[config.mk]
export PLATFORM = sky130hd
export DESIGN_NAME = weight_triggered_actuator_sequencer_unit
export DESIGN_NICKNAME = d
export VERILOG_FILES = /design/src/rtl/wtas_pkg.sv /design/src/rtl/weight_triggered_actuator_sequencer_unit.sv
export VERILOG_INCLUDE_DIRS = /design/src /design/src/rtl
export SDC_FILE = /design/constraint.sdc
export NUM_CORES = 1
export LEC_CHECK = 0
export BUFFER_PORTS_ARGS = -buffer_cell sky130_fd_sc_hd__buf_4
export CORE_MARGIN = 3
export CORE_UTILIZATION = 50
export CTS_CLUSTER_DIAMETER = 150
export DETAILED_ROUTE_END_ITERATION = 10
export PLACE_DENSITY = 0.75
export SYNTH_ARGS = -nofsm -noshare
export SYNTH_HDL_FRONTEND = slang
export SYNTH_SLANG_ARGS = --single-unit
[constraint.sdc]
create_clock -name clock -period 8.4 [get_ports clock]
set_input_delay 0.84 -clock clock [delete_from_list [all_inputs] [get_ports clock]]
set_output_delay 0.84 -clock clock [all_outputs]
set_load 0.01 [all_outputs]
[src/rtl/weight_triggered_actuator_sequencer_unit_assert.svh]
// ----------------------------------------------------------------------------
// Assertion macros for the weight-triggered actuator sequencer
// Concurrent checks that compile away when SYNTHESIS is defined.
// ----------------------------------------------------------------------------
`ifndef WEIGHT_TRIGGERED_ACTUATOR_SEQUENCER_UNIT_ASSERT_SVH
`define WEIGHT_TRIGGERED_ACTUATOR_SEQUENCER_UNIT_ASSERT_SVH

`ifndef SYNTHESIS

// same-cycle implication
`define WTAS_ASSERT_SAME(label, clk, rst, ante, cons, msg) \
   label: assert property (@(posedge clk) disable iff (rst) (ante) |-> (cons)) \
      else $error(msg);

// next-cycle implication
`define WTAS_ASSERT_NEXT(label, clk, rst, ante, cons, msg) \
   label: assert property (@(posedge clk) disable iff (rst) (ante) |=> (cons)) \
      else $error(msg);

`else

`define WTAS_ASSERT_SAME(label, clk, rst, ante, cons, msg)
`define WTAS_ASSERT_NEXT(label, clk, rst, ante, cons, msg)

`endif

`endif

[src/rtl/wtas_pkg.sv]
`timescale 1ns / 1ps
// ----------------------------------------------------------------------------
// wtas_pkg
// Types and constants shared by the actuator sequencer.
// ----------------------------------------------------------------------------
package wtas_pkg;

   localparam int unsigned CSR_ADDR_WIDTH = 5;
   localparam int unsigned CSR_DATA_WIDTH = 32;
   localparam int unsigned CSR_IDX_WIDTH  = 3;

   localparam logic [CSR_IDX_WIDTH-1:0] REG_WEIGHT_THRESHOLD   = 3'd0;
   localparam logic [CSR_IDX_WIDTH-1:0] REG_WEIGHT_HYSTERESIS  = 3'd1;
   localparam logic [CSR_IDX_WIDTH-1:0] REG_PUSH_HOLD_TICKS    = 3'd2;
   localparam logic [CSR_IDX_WIDTH-1:0] REG_SWING_PERIOD_TICKS = 3'd3;
   localparam logic [CSR_IDX_WIDTH-1:0] REG_MOTOR_STOP_TICKS   = 3'd4;

   localparam logic [14:0] WEIGHT_THRESHOLD_RST   = 15'd100;
   localparam logic [14:0] WEIGHT_HYSTERESIS_RST  = 15'd10;
   localparam logic [15:0] PUSH_HOLD_TICKS_RST    = 16'd10;
   localparam logic [15:0] SWING_PERIOD_TICKS_RST = 16'd20;
   localparam logic [15:0] MOTOR_STOP_TICKS_RST   = 16'd100;

   // push arm sequence, one-hot
   typedef enum logic [3:0] {
      PUSH_IDLE  = 4'b0001,
      PUSH_START = 4'b0010,
      PUSH_HOLD  = 4'b0100,
      PUSH_PULL  = 4'b1000
   } push_phase_type;

   // saturating tick counter increment
   function automatic logic [15:0] sat_inc(input logic [15:0] value);
      logic [15:0] result;
      result = (value == 16'hFFFF) ? 16'hFFFF : value + 16'd1;
      return result;
   endfunction

endpackage

[src/rtl/weight_triggered_actuator_sequencer_unit.sv]
`timescale 1ns / 1ps
// ----------------------------------------------------------------------------
// weight_triggered_actuator_sequencer_unit
// Per-tick controller for a push arm, a swing actuator and a motor relay.
// ----------------------------------------------------------------------------
// Usage:
//  - req_* carries one control tick: a signed gram weight sample and the raw
//    stop detector level. rsp_* returns one result per tick: arm, swing and
//    motor levels plus one-tick weight and stop event pulses.
//  - csr_* is an APB-style port, registers at byte offsets 0,4,8,12,16:
//    threshold, hysteresis, push hold, swing period, motor stop length.
//    pready is tied high. Write registers only while no request is in flight.
//  - A request is captured in an input register; from there it runs
//    through the compare/count logic and lands in the result register once
//    that register is free, and the controller state updates at that same
//    edge. rsp_valid rises when the result register is loaded.
//  - Throughput is one request per cycle; the input and result registers
//    form a two-deep pipeline, so a new request is taken while a result
//    waits. If rsp_ready stays low both stages fill and req_ready drops.
//  - Reset (synchronous, active high) holds req_ready low, clears the pipeline,
//    loads register defaults and returns the controller to idle, motor running.
// ----------------------------------------------------------------------------
`include "weight_triggered_actuator_sequencer_unit_assert.svh"

module weight_triggered_actuator_sequencer_unit (
   input  logic                                   clock,
   input  logic                                   reset,
   // request channel
   input  logic                                   req_valid,
   output logic                                   req_ready,
   input  logic signed [15:0]                     req_weight_grams,
   input  logic                                   req_stop_signal,
   // response channel
   output logic                                   rsp_valid,
   input  logic                                   rsp_ready,
   output logic                                   rsp_arm_pushed,
   output logic                                   rsp_swing_high,
   output logic                                   rsp_motor_run,
   output logic                                   rsp_weight_event,
   output logic                                   rsp_stop_event,
   // register port
   input  logic                                   csr_psel,
   input  logic                                   csr_penable,
   input  logic                                   csr_pwrite,
   input  logic [wtas_pkg::CSR_ADDR_WIDTH-1:0]    csr_paddr,
   input  logic [wtas_pkg::CSR_DATA_WIDTH-1:0]    csr_pwdata,
   output logic [wtas_pkg::CSR_DATA_WIDTH-1:0]    csr_prdata,
   output logic                                   csr_pready
);

   // ------------------------------------------------------------------
   // Configuration registers
   // ------------------------------------------------------------------
   logic [14:0] weight_threshold_ff;
   logic [14:0] weight_hysteresis_ff;
   logic [15:0] push_hold_ticks_ff;
   logic [15:0] swing_period_ticks_ff;
   logic [15:0] motor_stop_ticks_ff;

   logic                               csr_wr_en;
   logic [wtas_pkg::CSR_IDX_WIDTH-1:0] csr_idx;

   assign csr_pready = 1'b1;
   assign csr_wr_en  = csr_psel & csr_penable & csr_pwrite & csr_pready;
   // word addressing; byte lane bits ignored
   assign csr_idx    = csr_paddr[wtas_pkg::CSR_ADDR_WIDTH-1:2];

   always_ff @(posedge clock) begin
      if (reset) begin
         weight_threshold_ff   <= wtas_pkg::WEIGHT_THRESHOLD_RST;
         weight_hysteresis_ff  <= wtas_pkg::WEIGHT_HYSTERESIS_RST;
         push_hold_ticks_ff    <= wtas_pkg::PUSH_HOLD_TICKS_RST;
         swing_period_ticks_ff <= wtas_pkg::SWING_PERIOD_TICKS_RST;
         motor_stop_ticks_ff   <= wtas_pkg::MOTOR_STOP_TICKS_RST;
      end else if (csr_wr_en) begin
         unique case (csr_idx)
            wtas_pkg::REG_WEIGHT_THRESHOLD:   weight_threshold_ff   <= csr_pwdata[14:0];
            wtas_pkg::REG_WEIGHT_HYSTERESIS:  weight_hysteresis_ff  <= csr_pwdata[14:0];
            wtas_pkg::REG_PUSH_HOLD_TICKS:    push_hold_ticks_ff    <= csr_pwdata[15:0];
            wtas_pkg::REG_SWING_PERIOD_TICKS: swing_period_ticks_ff <= csr_pwdata[15:0];
            wtas_pkg::REG_MOTOR_STOP_TICKS:   motor_stop_ticks_ff   <= csr_pwdata[15:0];
            default: ; // unmapped offsets drop the write
         endcase
      end
   end

   always_comb begin
      unique case (csr_idx)
         wtas_pkg::REG_WEIGHT_THRESHOLD:   csr_prdata = {17'd0, weight_threshold_ff};
         wtas_pkg::REG_WEIGHT_HYSTERESIS:  csr_prdata = {17'd0, weight_hysteresis_ff};
         wtas_pkg::REG_PUSH_HOLD_TICKS:    csr_prdata = {16'd0, push_hold_ticks_ff};
         wtas_pkg::REG_SWING_PERIOD_TICKS: csr_prdata = {16'd0, swing_period_ticks_ff};
         wtas_pkg::REG_MOTOR_STOP_TICKS:   csr_prdata = {16'd0, motor_stop_ticks_ff};
         default:                          csr_prdata = '0;
      endcase
   end

   // ------------------------------------------------------------------
   // Pipeline handshake: input register -> result register
   // ------------------------------------------------------------------
   logic               in_valid_ff;
   logic signed [15:0] in_weight_ff;
   logic               in_stop_ff;
   logic               rsp_valid_ff;
   logic               out_free;
   logic               step_en;

   assign out_free  = ~rsp_valid_ff | rsp_ready;
   assign step_en   = in_valid_ff & out_free;
   assign req_ready = ~reset & (~in_valid_ff | step_en);

   always_ff @(posedge clock) begin
      if (reset) begin
         in_valid_ff <= 1'b0;
      end else if (req_ready) begin
         in_valid_ff <= req_valid;
      end
   end

   always_ff @(posedge clock) begin
      if (req_valid & req_ready) begin
         in_weight_ff <= req_weight_grams;
         in_stop_ff   <= req_stop_signal;
      end
   end

   always_ff @(posedge clock) begin
      if (reset) begin
         rsp_valid_ff <= 1'b0;
      end else if (out_free) begin
         rsp_valid_ff <= in_valid_ff;
      end
   end

   // ------------------------------------------------------------------
   // Controller state
   // ------------------------------------------------------------------
   logic                     trigger_latched_ff,  trigger_latched_in;
   wtas_pkg::push_phase_type push_phase_ff,       push_phase_in;
   logic [15:0]              push_count_ff,       push_count_in;
   logic                     arm_level_ff,        arm_level_in;
   logic                     swing_enabled_ff,    swing_enabled_in;
   logic                     swing_level_ff,      swing_level_in;
   logic [15:0]              swing_count_ff,      swing_count_in;
   logic                     motor_halted_ff,     motor_halted_in;
   logic                     awaiting_release_ff, awaiting_release_in;
   logic [15:0]              halt_count_ff,       halt_count_in;
   logic                     previous_signal_ff;
   logic                     weight_event_in;
   logic                     stop_event_in;

   // weight stage signals
   logic signed [16:0]       weight_ext;
   logic signed [16:0]       thr_ext;
   logic signed [16:0]       rearm_level;
   logic                     fire;
   wtas_pkg::push_phase_type phase_mid;

   // signal stage signals
   logic                     halted_mid;
   logic [15:0]              halt_cnt_inc;

   // push / swing scratch
   logic [15:0]              push_cnt_inc;
   logic [15:0]              swing_cnt_inc;

   always_comb begin
      // weight: hysteresis trigger, compared as 17-bit signed values
      weight_ext  = {in_weight_ff[15], in_weight_ff};
      thr_ext     = $signed({2'b00, weight_threshold_ff});
      rearm_level = thr_ext - $signed({2'b00, weight_hysteresis_ff});
      fire        = (weight_ext >= thr_ext) & ~trigger_latched_ff;

      trigger_latched_in = (trigger_latched_ff | fire) & ~(weight_ext < rearm_level);
      swing_enabled_in   = swing_enabled_ff | fire;
      phase_mid          = fire ? wtas_pkg::PUSH_START : push_phase_ff;
      weight_event_in    = fire;

      // signal: debounce on two highs, timed halt, then wait for release
      awaiting_release_in = awaiting_release_ff;
      motor_halted_in     = motor_halted_ff;
      halt_count_in       = halt_count_ff;
      stop_event_in       = 1'b0;
      halted_mid          = 1'b0;
      halt_cnt_inc        = '0;
      if (awaiting_release_ff) begin
         if (!in_stop_ff) begin
            awaiting_release_in = 1'b0;
         end
      end else begin
         stop_event_in = in_stop_ff & previous_signal_ff & ~motor_halted_ff;
         halted_mid    = motor_halted_ff | stop_event_in;
         halt_cnt_inc  = wtas_pkg::sat_inc(stop_event_in ? 16'd0 : halt_count_ff);
         if (halted_mid) begin
            halt_count_in = halt_cnt_inc;
            if (halt_cnt_inc >= motor_stop_ticks_ff) begin
               motor_halted_in     = 1'b0;
               awaiting_release_in = in_stop_ff;
            end else begin
               motor_halted_in = 1'b1;
            end
         end
      end

      // push arm sequence
      push_phase_in = phase_mid;
      push_count_in = push_count_ff;
      arm_level_in  = arm_level_ff;
      push_cnt_inc  = wtas_pkg::sat_inc(push_count_ff);
      unique case (phase_mid)
         wtas_pkg::PUSH_IDLE: ;
         wtas_pkg::PUSH_START: begin
            arm_level_in  = 1'b1;
            push_phase_in = wtas_pkg::PUSH_HOLD;
            push_count_in = '0;
         end
         wtas_pkg::PUSH_HOLD: begin
            push_count_in = push_cnt_inc;
            if (push_cnt_inc >= push_hold_ticks_ff) begin
               push_phase_in = wtas_pkg::PUSH_PULL;
            end
         end
         wtas_pkg::PUSH_PULL: begin
            arm_level_in  = 1'b0;
            push_phase_in = wtas_pkg::PUSH_IDLE;
         end
         default: push_phase_in = wtas_pkg::PUSH_IDLE;
      endcase

      // swing square wave
      swing_count_in = swing_count_ff;
      swing_level_in = swing_level_ff;
      swing_cnt_inc  = wtas_pkg::sat_inc(swing_count_ff);
      if (swing_enabled_in) begin
         if (swing_cnt_inc >= swing_period_ticks_ff) begin
            swing_count_in = '0;
            swing_level_in = ~swing_level_ff;
         end else begin
            swing_count_in = swing_cnt_inc;
         end
      end
   end

   always_ff @(posedge clock) begin
      if (reset) begin
         trigger_latched_ff  <= 1'b0;
         push_phase_ff       <= wtas_pkg::PUSH_IDLE;
         push_count_ff       <= '0;
         arm_level_ff        <= 1'b0;
         swing_enabled_ff    <= 1'b0;
         swing_level_ff      <= 1'b0;
         swing_count_ff      <= '0;
         motor_halted_ff     <= 1'b0;
         awaiting_release_ff <= 1'b0;
         halt_count_ff       <= '0;
         previous_signal_ff  <= 1'b0;
      end else if (step_en) begin
         trigger_latched_ff  <= trigger_latched_in;
         push_phase_ff       <= push_phase_in;
         push_count_ff       <= push_count_in;
         arm_level_ff        <= arm_level_in;
         swing_enabled_ff    <= swing_enabled_in;
         swing_level_ff      <= swing_level_in;
         swing_count_ff      <= swing_count_in;
         motor_halted_ff     <= motor_halted_in;
         awaiting_release_ff <= awaiting_release_in;
         halt_count_ff       <= halt_count_in;
         previous_signal_ff  <= in_stop_ff;
      end
   end

   // ------------------------------------------------------------------
   // Result register
   // ------------------------------------------------------------------
   logic arm_pushed_ff, swing_high_ff, motor_run_ff, weight_event_ff, stop_event_ff;

   always_ff @(posedge clock) begin
      if (step_en) begin
         arm_pushed_ff   <= arm_level_in;
         swing_high_ff   <= swing_level_in;
         motor_run_ff    <= ~motor_halted_in;
         weight_event_ff <= weight_event_in;
         stop_event_ff   <= stop_event_in;
      end
   end

   assign rsp_valid        = rsp_valid_ff;
   assign rsp_arm_pushed   = arm_pushed_ff;
   assign rsp_swing_high   = swing_high_ff;
   assign rsp_motor_run    = motor_run_ff;
   assign rsp_weight_event = weight_event_ff;
   assign rsp_stop_event   = stop_event_ff;

   // ------------------------------------------------------------------
   // Checks
   // ------------------------------------------------------------------
   // a trigger always starts the push, so the arm is out with the event
   `WTAS_ASSERT_SAME(a_event_arm, clock, reset, rsp_valid_ff && weight_event_ff, arm_pushed_ff, "weight event without arm pushed")
   // release wait only follows a finished halt
   `WTAS_ASSERT_SAME(a_release_run, clock, reset, awaiting_release_ff, !motor_halted_ff, "awaiting release while motor halted")
   // arm is pulled whenever the sequence is idle
   `WTAS_ASSERT_SAME(a_idle_pulled, clock, reset, push_phase_ff == wtas_pkg::PUSH_IDLE, !arm_level_ff, "arm pushed in idle phase")
   // swing enable is sticky
   `WTAS_ASSERT_NEXT(a_swing_sticky, clock, reset, swing_enabled_ff, swing_enabled_ff, "swing enable dropped")

endmodule

# Yosys cells after proc, flatten, opt, wreduce, memory -nomap -nowiden
# Index checks and enable logic that the tools add are counted.
# totals
reg_bits,161
input_bits,61
output_inout_bits,40
word_cells,98
# op_classes
add_sub_neg,4
n_lt_le_gt_ge,5
eq_ne,11
n_mux,20
bitwise_logic,23
reduce_logical,10
# ops
op,count
2-to-1 mux 16 bit,5
one-hot mux 16 bit (5 select lines),1
greater-or-equal comparator 16 bit,4
"adder 16 x 1 -> 16 bit, second input constant",3
"== test 16 bit, second input constant",3
one-hot mux 16 bit (2 select lines),1
< comparator 16 bit,1
subtractor 15 x 15 -> 16 bit,1
AND reduction 2 bit,7
one-hot mux 4 bit (3 select lines),1
bitwise AND 1 bit,9
2-to-1 mux 1 bit,9
NOT 1 bit,9
2-to-1 mux 4 bit,2
"== test 3 x 2 -> 1 bit, second input constant",2
bitwise OR 1 bit,5
"== test 4 x 1 -> 1 bit, second input constant",1
"== test 4 x 2 -> 1 bit, second input constant",1
"== test 4 x 3 -> 1 bit, second input constant",1
"== test 4 bit, second input constant",1
"== test 3 x 1 -> 1 bit, second input constant",1
"== test 3 bit, second input constant",1
logical NOT 3 bit,1
AND reduction 3 bit,1
other kinds (2),2

# Logic depth before layout (Yosys ltp)
# Gate-level depths: netlist of run 1.
# logic_depth
ltp_word,10
depth_mapped,18
ltp_nobuf,18

# Worst setup path after synthesis of run 1
# OpenSTA, ideal clock, no wires.
# synth_path
kind,register to register
start,register in_stop_ff
end,register (tool-made name)
setup_ns,0.058
arrival_time_ns,4.085
t_required_ns,8.342
setup_slack_ns,4.256
path_stages_with_launch,18
n_path_buf,1
period_less_slack_ns,4.144
cell_sequence,edfxtp_1 nand3b_1 clkbuf_1 and2_1 ha_1 and3_1 nand4_1 nor3_2 nand3_1 and2_1 ha_1 nand2b_1 a21o_1 a21o_1 a21o_1 a211o_1 a2111oi_0 a31o_2
# synth_lines
element,line,rtl
from (decl),weight_triggered_actuator_sequencer_unit.sv:103,logic in_stop_ff;
from (signal assigned),weight_triggered_actuator_sequencer_unit.sv:123,in_stop_ff <= req_stop_signal;

# Worst setup path after layout of run 1
# layout_path
start,register in_stop_ff
end,"register motor_run_ff, in the netlist rsp_motor_run, data pin"
# layout_via
elab_chain_cells,10
elab_cells_between_ends,12
classes_between,1 x add/sub; 1 x order compare; 1 x eq/ne; 5 x mux; 4 x bitwise
# layout_lines
element,line,rtl
bitwise AND 1 bit * (2 in series),weight_triggered_actuator_sequencer_unit.sv:191,stop_event_in = in_stop_ff & previous_signal_ff & ~motor_halted_ff;
2-to-1 mux 16 bit,weight_triggered_actuator_sequencer_unit.sv:193,halt_cnt_inc = wtas_pkg::sat_inc(stop_event_in ? 16'd0 : halt_count_ff);
adder 16 x 1 -> 16 bit or == test 16 bit (tied branches),wtas_pkg.sv:35,result = (value == 16'hFFFF) ? 16'hFFFF : value + 16'd1;
2-to-1 mux 16 bit,wtas_pkg.sv:35,
greater-or-equal comparator 16 bit,weight_triggered_actuator_sequencer_unit.sv:196,if (halt_cnt_inc >= motor_stop_ticks_ff) begin
2-to-1 mux 1 bit,weight_triggered_actuator_sequencer_unit.sv:196,
2-to-1 mux 1 bit *,weight_triggered_actuator_sequencer_unit.sv:194,if (halted_mid) begin
2-to-1 mux 1 bit *,weight_triggered_actuator_sequencer_unit.sv:186,if (awaiting_release_ff) begin
NOT 1 bit *,weight_triggered_actuator_sequencer_unit.sv:281,motor_run_ff <= ~motor_halted_in;
to (signal assigned),weight_triggered_actuator_sequencer_unit.sv:281,
to (decl),weight_triggered_actuator_sequencer_unit.sv:275,"logic arm_pushed_ff, swing_high_ff, motor_run_ff, weight_event_ff, stop_event_ff;"
# Every way passes the cells marked *; elsewhere a longest branch is shown, timed or not.
# A chain may end at the register's enable or synchronous reset.

==> results.md, run 1 <==
- Sequential share of the synthesized area: 33.9%
- Number of cells in the design after placement: 1563
- First-pass GRT wire length: approximately 43000 um
- Cell area after placement: between 10000 and 15000 um2
- Maximum root-to-sink buffer count: 2
- Cell count after synthesis: between 1000 and 1500
- Clock latency on the worst-skew pair: between 0.4 and 0.5 ns
- Uppermost routed layer: met4
- Number of enable flip-flop cells after synthesis: 22
- Measured slew at the worst slew-check pin: about 1.3 ns
- Cell chain of the critical path: nand3b_1 -> and2_1 -> ha_1 -> and3_1 -> nand4_1 -> nor3_2 -> nand3_1 -> and2_1 -> ha_1 -> nand2b_1 -> a21o_1 -> a21o_1 -> a21o_1 -> a211o_1 -> a21oi_1 -> o22ai_1
- Arrival time of data at the critical path endpoint: 5.10 ns
- Met1 wire length: 12000 um
- GRT overflow: 0
- Initial core utilization: roughly 52%
- Worst stage delay on the critical path: 0.52 ns
- Max Transition Viols Final: 0
- Number of violations reported at the end of detailed-routing iteration 0: slightly below 900
- TritonCTS buffer count: 17
- Hold worst-path end: push_hold_ticks_ff[11]
- Post-route minimum period: around 4.9 ns
- Final setup slack of the worst path: between 3 and 4 ns
- Max rail drop VDD: around 0.15 mV
- Run status: complete, no violations
- Buffering stage count on the worst path with inverters included: 0
- Mean routed wirelength per cell: approximately 17 um
- Net count, final: between 1000 and 1500
- Vias in the first global route: roughly 8600
- Hold path start: push_hold_ticks_ff[11]
- Unrepaired setup endpoints after global routing: false
- Critical path's most frequent cell: a21o_1
- Capturing point of the worst reg2reg path: rsp_motor_run
- Met3 routed wirelength: between 1500 and 2000 um
- Worst setup skew after layout: approximately 0.0084 ns
- Source of the critical timing path: in_stop_ff
- Family with the most delay on the worst path: simple AND/OR/NAND/NOR gates
- Final critical-path share of the clock period: roughly three fifths
- Ant diodes: 0
- Drt via density: 5.83
- Pin count of the biggest net entering global routing: a little under 70
- Kind of start point of the critical path: register
- Relative slew slack: roughly 16%
- Clock tree from TritonCTS: built
- Critical path endpoint category: register
- Setup slack of the most critical reg-to-reg path: between 3 and 4 ns
- Overall via count from detail_route: between 9000 and 10000
- Number of antenna violations at the first check in global routing: 0
- Final-report setup violation count: 0
- Yosys top cell by area: dfxtp_1
- Final hold violations: 0
- Final standard cell count with taps included and fillers excluded: ~1600
- Post-synth ARST share: 0%
- Most frequent cells after synthesis: nand2_1 (233), dfxtp_1 (139), a21oi_1 (136), inv_1 (99), ha_1 (96)
- Pre-CTS setup slack: approximately 3.5 ns
- Number of hold buffers added after CTS: 0
- Die Area: approximately 22000 um2
- Reported max-cap violation count: 0
- Share of final-layout standard cells stronger than drive strength 1: ~9%
- Die X: 149 um
- Post-detailed-routing wire length: 26700 um
- Worst hold-check path type: register to register
- Leading post-synthesis cells by cell area: dfxtp_1 (27%), ha_1 (12%), nand2_1 (8.6%), a21oi_1 (6.7%), edfxtp_1 (6.5%)
- Total power density per cell area: roughly 150 nW/um2
- Most frequent cell after synthesis: nand2_1
- Placement row count: 51
- Required time reported for the critical path endpoint: ~8.6 ns
- Post-route cell area: 11300 um2
- Final worst hold slack: about 0.46 ns
- R2r startpoint: in_stop_ff
- Postcts setup bufs: 0
- Port bufs: 65
- Met2 wire length: around 12000 um
- HPWL after detailed placement: about 20000 um
- Largest fanout on the critical path: 18
- Post-CTS Resized: 0
- Maximum level of the CTS H-tree: 4
- ANT nets after route: 0
- Crit path max-delay cell type: nand3b_1
- Detailed-router iteration count before antenna repair: 5
- Hold path depth: 2
- Fraction of post-synthesis cell area in the top cell type by area: between 20% and 30%
- Residual DRC: 0
- IO Pins: approximately 100
- Die Height: 149 um
- Library cells used by synthesis: 68
- Root buf cell: clkbuf_16
- Mean instance size in the synthesized netlist: between 7 and 8 um2
- Most used flip-flop cell after synthesis: dfxtp_1
- Placeable core region: between 15000 and 20000 um2
- Sink count of the clock tree: ~160
- RePlAce Congestion: around 0.9
- Area added between synthesis and finish: 11.4%
- Sum of negative setup slack: 0 ns
- Leakage power summed over all cells: about 4.6 nW
- Total Power Consumption: approximately 1.7 mW
- Area of the mapped netlist: about 10000 um2
- Type of the worst setup path: register to register
- Tot GR Track Use: between 20 and 25%
- Clock transition at the registers of the reported paths: roughly 0.06 ns
- Number of warnings issued by yosys: 0
- Finished Core Util: a little under three fifths
- Worst r2r path cells: 16
- Highest attainable clock frequency: roughly 0.20 GHz
- Total of flip-flops plus latches after synthesis: about 160
==> placed cells by master (no fill, tap or decap), drive strengths merged, types with 28 or more instances in the layout <==
cell type	instances
a21oi	137
a22oi	33
buf	72
dfxtp	139
ha	96
inv	100
nand2	233
nand3	28
nor2	62
o21ai	62
==> cell type report <==
cell class | count | area, um2
fill | 1817 | 8400
multi-input combinational | 963 | 6020
timing repair buffer | 72 | 541
tap | 265 | 332
sequential | 161 | 3440
inverter | 102 | 385
clock inverter | 12 | 165
clock buffer | 20 | 437
==> kinds of logic after synthesis <==
logic type | after synthesis | synth area share [%]
AO/OA/AOI/OAI | 372 | 23.3
XOR/XNOR | 35 | 3.02
buffers and inverters | 177 | 7.49
other | 2 | 0.0739
multiplexers | 4 | 0.419
adder cells (fa/ha/maj) | 97 | 12.0
flip-flops | 161 | 33.9
AND/OR/NAND/NOR | 438 | 19.8
==> where the power goes <==
group,internal (mW),total [mW],switching [mW]
sequential,0.792,0.800,0.00818
clock,0.493,0.810,0.316
combinational,0.0511,0.140,0.0885
total,1.34,1.75,0.413
==> worst min-delay path, delay by kind of cell, from the launching register on <==
family | cells | cell delay (ns)
flip-flops | 1 | 0.31
AND/OR/NAND/NOR | 1 | 0.05
AO/OA/AOI/OAI | 1 | 0.05
==> flip-flops by register name (all words and copies together) (netlist names), 4 cells and up, named ones only <==
signal / flops
swing_count_ff: 16
weight_threshold_ff: 15
motor_stop_ticks_ff: 16
weight_hysteresis_ff: 15
in_weight_ff: 16
swing_period_ticks_ff: 16
halt_count_ff: 16
push_hold_ticks_ff: 16
push_count_ff: 16
push_phase_ff: 4
==> layer usage <==
metal  global-route usage, %  vias up
li1                        -     4564
met1                    33.1     4358
met2                    38.3      327
met3                    5.18       45
met4                    7.85        0
met5                       0        -
==> worst max path at each step <==
stage / cells after the start / endpoint / slack [ns]
2_1_floorplan: 17 / register / 4.26
3_3_place_gp: 16 / rsp_motor_run / 3.56
3_5_place_dp: 16 / rsp_motor_run / 3.50
4_1_cts: 16 / rsp_motor_run / 3.50
5_1_grt: 16 / rsp_motor_run / 3.11
6_report: 16 / rsp_motor_run / 3.47
No activity file was read; power rests on OpenSTA's default activity.
==> run 2: changes to the inputs <==
PLACE_DENSITY = 0.78   (was 0.75)
clock period = 4.4 ns   (was 8.4 ns; I/O delays follow)
==> results.md, run 2 (synthesis gave the netlist of run 1 again) <==
- Run status: finished, violations left
- Violations in the final reports: DRC
- Comb pwr share: approximately 8.4%
- Crit path max-delay cell type: edfxtp_1
- Final critical-path share of the clock period: a little over 90%
- Max Transition Viols Final: 0
- Source of the critical timing path: in_stop_ff
- Final-report setup violation count: 0
- Initial core utilization: roughly half
- Clk pwr share: between 40% and 50%
- Worst r2r path cells: 16
- Commonest non-fill, non-tap cells in the layout: nand2_1 (233), dfxtp_1 (139), a21oi_1 (136), inv_1 (99), ha_1 (96)
- Vias in the first global route: slightly below 9000
- Tot GR Track Use: between 20% and 30%
- Worst hold-check path type: input pin to register
- Worst setup skew after layout: 0.0115 ns
- Drt via density: 5.85
- Clock transition at the registers of the reported paths: 0.07 ns
- Ant diodes: 0
- Final setup slack of the worst path: around 0.32 ns
- R2r startpoint: in_stop_ff
- Clock tree from TritonCTS: built
- Capturing point of the worst reg2reg path: rsp_motor_run
- Die Height: between 100 and 150 um
- Unrepaired setup endpoints after global routing: false
- Pre-CTS setup slack: 0.397 ns
- Number of antenna violations at the first check in global routing: 0
- Placeable core region: between 15000 and 20000 um2
- Net count, final: roughly 1500
- Largest fanout on the critical path: 6
- Net switching power: 818 uW
- ANT nets after route: 0
- Cell area after placement: ~11000 um2
- Required time reported for the critical path endpoint: 4.57 ns
- Maximum level of the CTS H-tree: 4
- Kind of start point of the critical path: register
- Overall via count from detail_route: between 9000 and 10000
- Fraction of power spent switching nets: about 25%
- Final worst hold slack: roughly 0.18 ns
- Hold path depth: 1
- Maximum root-to-sink buffer count: 2
- Port bufs: 65
- Total Power Consumption: 3.22 mW
- Post-route minimum period: 4.08 ns
- Buffering stage count on the worst path with inverters included: 0
- Share of final-layout standard cells stronger than drive strength 1: 9.73%
- Sequential share of power: 47.4%
- Die Area: 22100 um2
- Sink count of the clock tree: about 160
- Sum of negative setup slack: 0 ns
- Highest attainable clock frequency: ~0.24 GHz
- Detailed-router iteration count before antenna repair: 9
- Max rail drop VDD: between 0.2 and 0.3 mV
- Worst stage delay on the critical path: between 0.4 and 0.5 ns
- Number of violations reported at the end of detailed-routing iteration 0: about 730
- Number of cells in the design after placement: 1569
- Final standard cell count with taps included and fillers excluded: 1601
- Placement row count: 51
- Postcts setup bufs: 0
- Type of the worst setup path: register to register
- Measured slew at the worst slew-check pin: around 1.3 ns
- TritonCTS buffer count: 17
- HPWL after detailed placement: approximately 20000 um
- Die X: around 150 um
- Number of hold buffers added after CTS: 0
- Area added between synthesis and finish: 11.4%
- Residual DRC: 2
- Mean routed wirelength per cell: between 15 and 20 um
- Final hold violations: 0
- Total power density per cell area: 285 nW/um2
- Critical path's most frequent cell: a21o_1
- Relative slew slack: ~10%
- Leakage power summed over all cells: about 4.6 nW
- GRT overflow: 0
- RePlAce Congestion: about 0.90
- Arrival time of data at the critical path endpoint: between 4 and 5 ns
- Pin count of the biggest net entering global routing: 55
- Hold path start: req_weight_grams[0]
- Most common library cell in the layout ignoring fill and taps: nand2_1
- Critical path endpoint category: register
- Cell chain of the critical path: nand3b_1 -> and2_1 -> ha_1 -> and3_1 -> nand4_1 -> nor3_2 -> nand3_1 -> and2_1 -> ha_1 -> nand2b_1 -> a21o_1 -> a21o_1 -> a21o_1 -> a211o_1 -> a21oi_1 -> o22ai_1
- First-pass GRT wire length: 44300 um
- Post-route cell area: roughly 11000 um2
- Reported max-cap violation count: 0
- Finished Core Util: approximately 57%
- Family with the most delay on the worst path: simple AND/OR/NAND/NOR gates
- Post-detailed-routing wire length: approximately 27000 um
- IO Pins: about 100
- Internal: approximately 2.4 mW
- Setup slack of the most critical reg-to-reg path: ~0.32 ns
- Hold worst-path end: in_weight_ff[0]
- Root buf cell: clkbuf_16
- Post-CTS Resized: 0
- Clock latency on the worst-skew pair: about 0.43 ns
[run 2: cell count changes in the layout (fill, tap and decap cells not counted), sizes merged]
cell | before | now
buf | 72 | 78
clkbuf | 20 | 19
clkinvlp | 3 | 4
bufinv | 4 | 1
inv | 100 | 102
clkinv | 7 | 8
[run 2: power groups by stage]
stage | Clock, mW | Sequential [mW] | Combinational [mW]
2_1_floorplan | 0 | 1.55 | 0.176
3_3_place_gp | 0 | 1.56 | 0.259
3_5_place_dp | 0 | 1.56 | 0.265
4_1_cts | 1.44 | 1.53 | 0.267
5_1_grt | 1.50 | 1.53 | 0.298
6_report | 1.42 | 1.53 | 0.271
[run 2: area by class of cell]
type                    count  area, um2
clock buffers              19        443
well taps                 265        332
multi-input cells         963       6020
flip-flops and latches    161       3440
repair buffers             78        586
inverters                 102        385
clock inverters            13        113
fillers                  1794       8400
[run 2: worst max-delay path by stage]
stage	end	depth (start not counted)
finish	rsp_motor_run	16
global route	swing_count_ff[10]	14
CTS	rsp_motor_run	16
detailed placement	rsp_motor_run	16
global placement	register	16
floorplan	register	17
[run 2: per-layer routing]
| layer | vias to the layer above | share of wire [%] | wire, um | track usage [%] |
|---|---|---|---|---|
| met5 | - | 0 | 0 | 0 |
| met4 | 0 | 2.4 | 660 | 8.36 |
| met3 | 55 | 7.1 | 1930 | 4.97 |
| met2 | 362 | 47 | 12900 | 40.8 |
| met1 | 4359 | 43 | 11800 | 33.5 |
| li1 | 4585 | - | - | - |
[run 2: worst reg2reg max path: stages, from the launching register on]
cell and delay [ns]:
edfxtp_1 0.44, nand3b_1 0.19, and2_1 0.17, ha_1 0.23, and3_1 0.27, nand4_1 0.20
nor3_2 0.36, nand3_1 0.16, and2_1 0.21, ha_1 0.29, nand2b_1 0.15, a21o_1 0.18
a21o_1 0.18, a21o_1 0.18, a211o_1 0.30, a21oi_1 0.20, o22ai_1 0.12
==> run 3: changes to the inputs <==
GPL_TIMING_DRIVEN = 0   (was not set)
==> results.md, run 3 (synthesis gave the netlist of run 1 again) <==
- Port bufs: 64
- Worst setup skew after layout: approximately 0.013 ns
- Vias in the first global route: 8991
- Placement row count: between 50 and 60
- Post-detailed-routing wire length: 29900 um
- Leakage power summed over all cells: roughly 4.8 nW
- Tot GR Track Use: between 20% and 30%
- Buffering stage count on the worst path with inverters included: 1
- Arrival time of data at the critical path endpoint: ~4.3 ns
- Final-report setup violation count: 0
- Required time reported for the critical path endpoint: approximately 4.6 ns
- Die Height: roughly 150 um
- HPWL after detailed placement: roughly 23000 um
- Post-route cell area: ~12000 um2
- Mean routed wirelength per cell: 17.9 um
- Clock tree from TritonCTS: built
- GRT overflow: 0
- Cell area after placement: between 10000 and 15000 um2
- ANT nets after route: 0
- Area added between synthesis and finish: 15.2%
- Highest attainable clock frequency: approximately 0.24 GHz
- Die Area: 22100 um2
- Final critical-path share of the clock period: 94.5%
- First-pass GRT wire length: between 40000 and 50000 um
- Sink count of the clock tree: 161
- Number of violations reported at the end of detailed-routing iteration 0: about 1100
- Maximum level of the CTS H-tree: 4
- Worst stage delay on the critical path: 0.44 ns
- Run status: complete, no violations
- Net count, final: about 1500
- Largest fanout on the critical path: 10
- Worst hold-check path type: input pin to register
- Root buf cell: clkbuf_16
- Ant diodes: 0
- Cell chain of the critical path: nand3b_1 -> clkbuf_4 -> and2_1 -> ha_1 -> and3_2 -> nand4_1 -> nor3_4 -> nand3_4 -> and2_1 -> ha_1 -> nand2b_1 -> a21o_1 -> a21o_1 -> a21o_1 -> a211o_1 -> a21oi_1 -> o22ai_1
- Drt via density: 5.97
- Final setup slack of the worst path: 0.244 ns
- Placeable core region: between 15000 and 20000 um2
- Type of the worst setup path: register to register
- Kind of start point of the critical path: register
- Pin count of the biggest net entering global routing: 18
- Critical path endpoint category: register
- Initial core utilization: 51.5%
- Residual DRC: 0
- Maximum root-to-sink buffer count: 2
- Family with the most delay on the worst path: simple AND/OR/NAND/NOR gates
- Die X: 149 um
- RePlAce Congestion: ~0.98
- IO Pins: 101
- Pre-CTS setup slack: -0.517 ns
- Crit path max-delay cell type: edfxtp_1
- Total power density per cell area: between 200 and 300 nW/um2
- Max rail drop VDD: between 0.3 and 0.4 mV
- Relative slew slack: 26.7%
- Sum of negative setup slack: 0 ns
- R2r startpoint: in_stop_ff
- Commonest non-fill, non-tap cells in the layout: nand2_1 (233), dfxtp_1 (139), a21oi_1 (136), inv_1 (99), ha_1 (96)
- Critical path's most frequent cell: a21o_1
- Source of the critical timing path: in_stop_ff
- Detailed-router iteration count before antenna repair: 7
- Share of final-layout standard cells stronger than drive strength 1: between 10% and 20%
- Fill cell instance count of the final layout: 1766
- Most common library cell in the layout ignoring fill and taps: nand2_1
- Max Transition Viols Final: 0
- Clock latency on the worst-skew pair: between 0.4 and 0.5 ns
- Final hold violations: 0
- Measured slew at the worst slew-check pin: 1.09 ns
- Number of antenna violations at the first check in global routing: 0
- Overall via count from detail_route: 9958
- Total Power Consumption: ~3.4 mW
- Unrepaired setup endpoints after global routing: false
- Hold path start: req_weight_grams[6]
- Clock transition at the registers of the reported paths: roughly 0.070 ns
- Post-route minimum period: between 4 and 5 ns
- Reported max-cap violation count: 0
- TritonCTS buffer count: 17
==> run 3: changes by cell type in the layout (fill, tap and decap cells not counted), moves of 3 or more <==
cell      change
buf_2         +6
clkinv_2      -3
buf_4         +9
clkbuf_1     +49
buf_6         +3
==> run 3: cell type report <==
cell class,count,area (um2),area share [%]
clock inverters,12,159,1.36
inverters,102,385,3.29
well taps,265,332,2.83
clock buffers,20,447,3.82
repair buffers,70,526,4.49
flip-flops and latches,161,3440,29.4
multi-input cells,963,6030,51.6
plain buffers,75,379,3.24
==> run 3: final timing paths <==
check	cells after the start	end	slack, ns
setup / recovery	17	rsp_motor_run	0.24
hold / removal	1	in_weight_ff[6]	0.17
hold reg to reg	2	push_hold_ticks_ff[14]	0.46
setup reg to reg	17	rsp_motor_run	0.24
==> run 3: repair_timing <==
item	CTS	global route
buffers inserted	1	5
pin swaps	1	2
hold buffers	0	0
cloned	0	0
gates resized for setup	3	6
endpoints found under the hold margin	0	0
endpoints found under the setup margin	3	3
==> run 3: stage by stage <==
step	hold slack [ns]	util, %	std cells
2_1_floorplan	0.436	-	1301
3_3_place_gp	0.442	55.9	1630
3_5_place_dp	0.447	55.9	1630
4_1_cts	0.161	59.1	1663
5_1_grt	0.160	59.4	1668
6_report	0.167	59.4	1668
==> run 3: per-layer routing <==
metal	vias to the layer above	track usage, %	part of all wire, %
met2	495	42.3	46
met1	4649	35.8	43
met3	89	4.27	7.9
met4	0	10.4	3.7
li1	4725	-	-
met5	-	0	0
==> run 3: power by group <==
part / switching, mW / internal, mW
clock network: 0.635 / 0.909
logic: 0.188 / 0.114
registers: 0.0155 / 1.51
total: 0.838 / 2.53
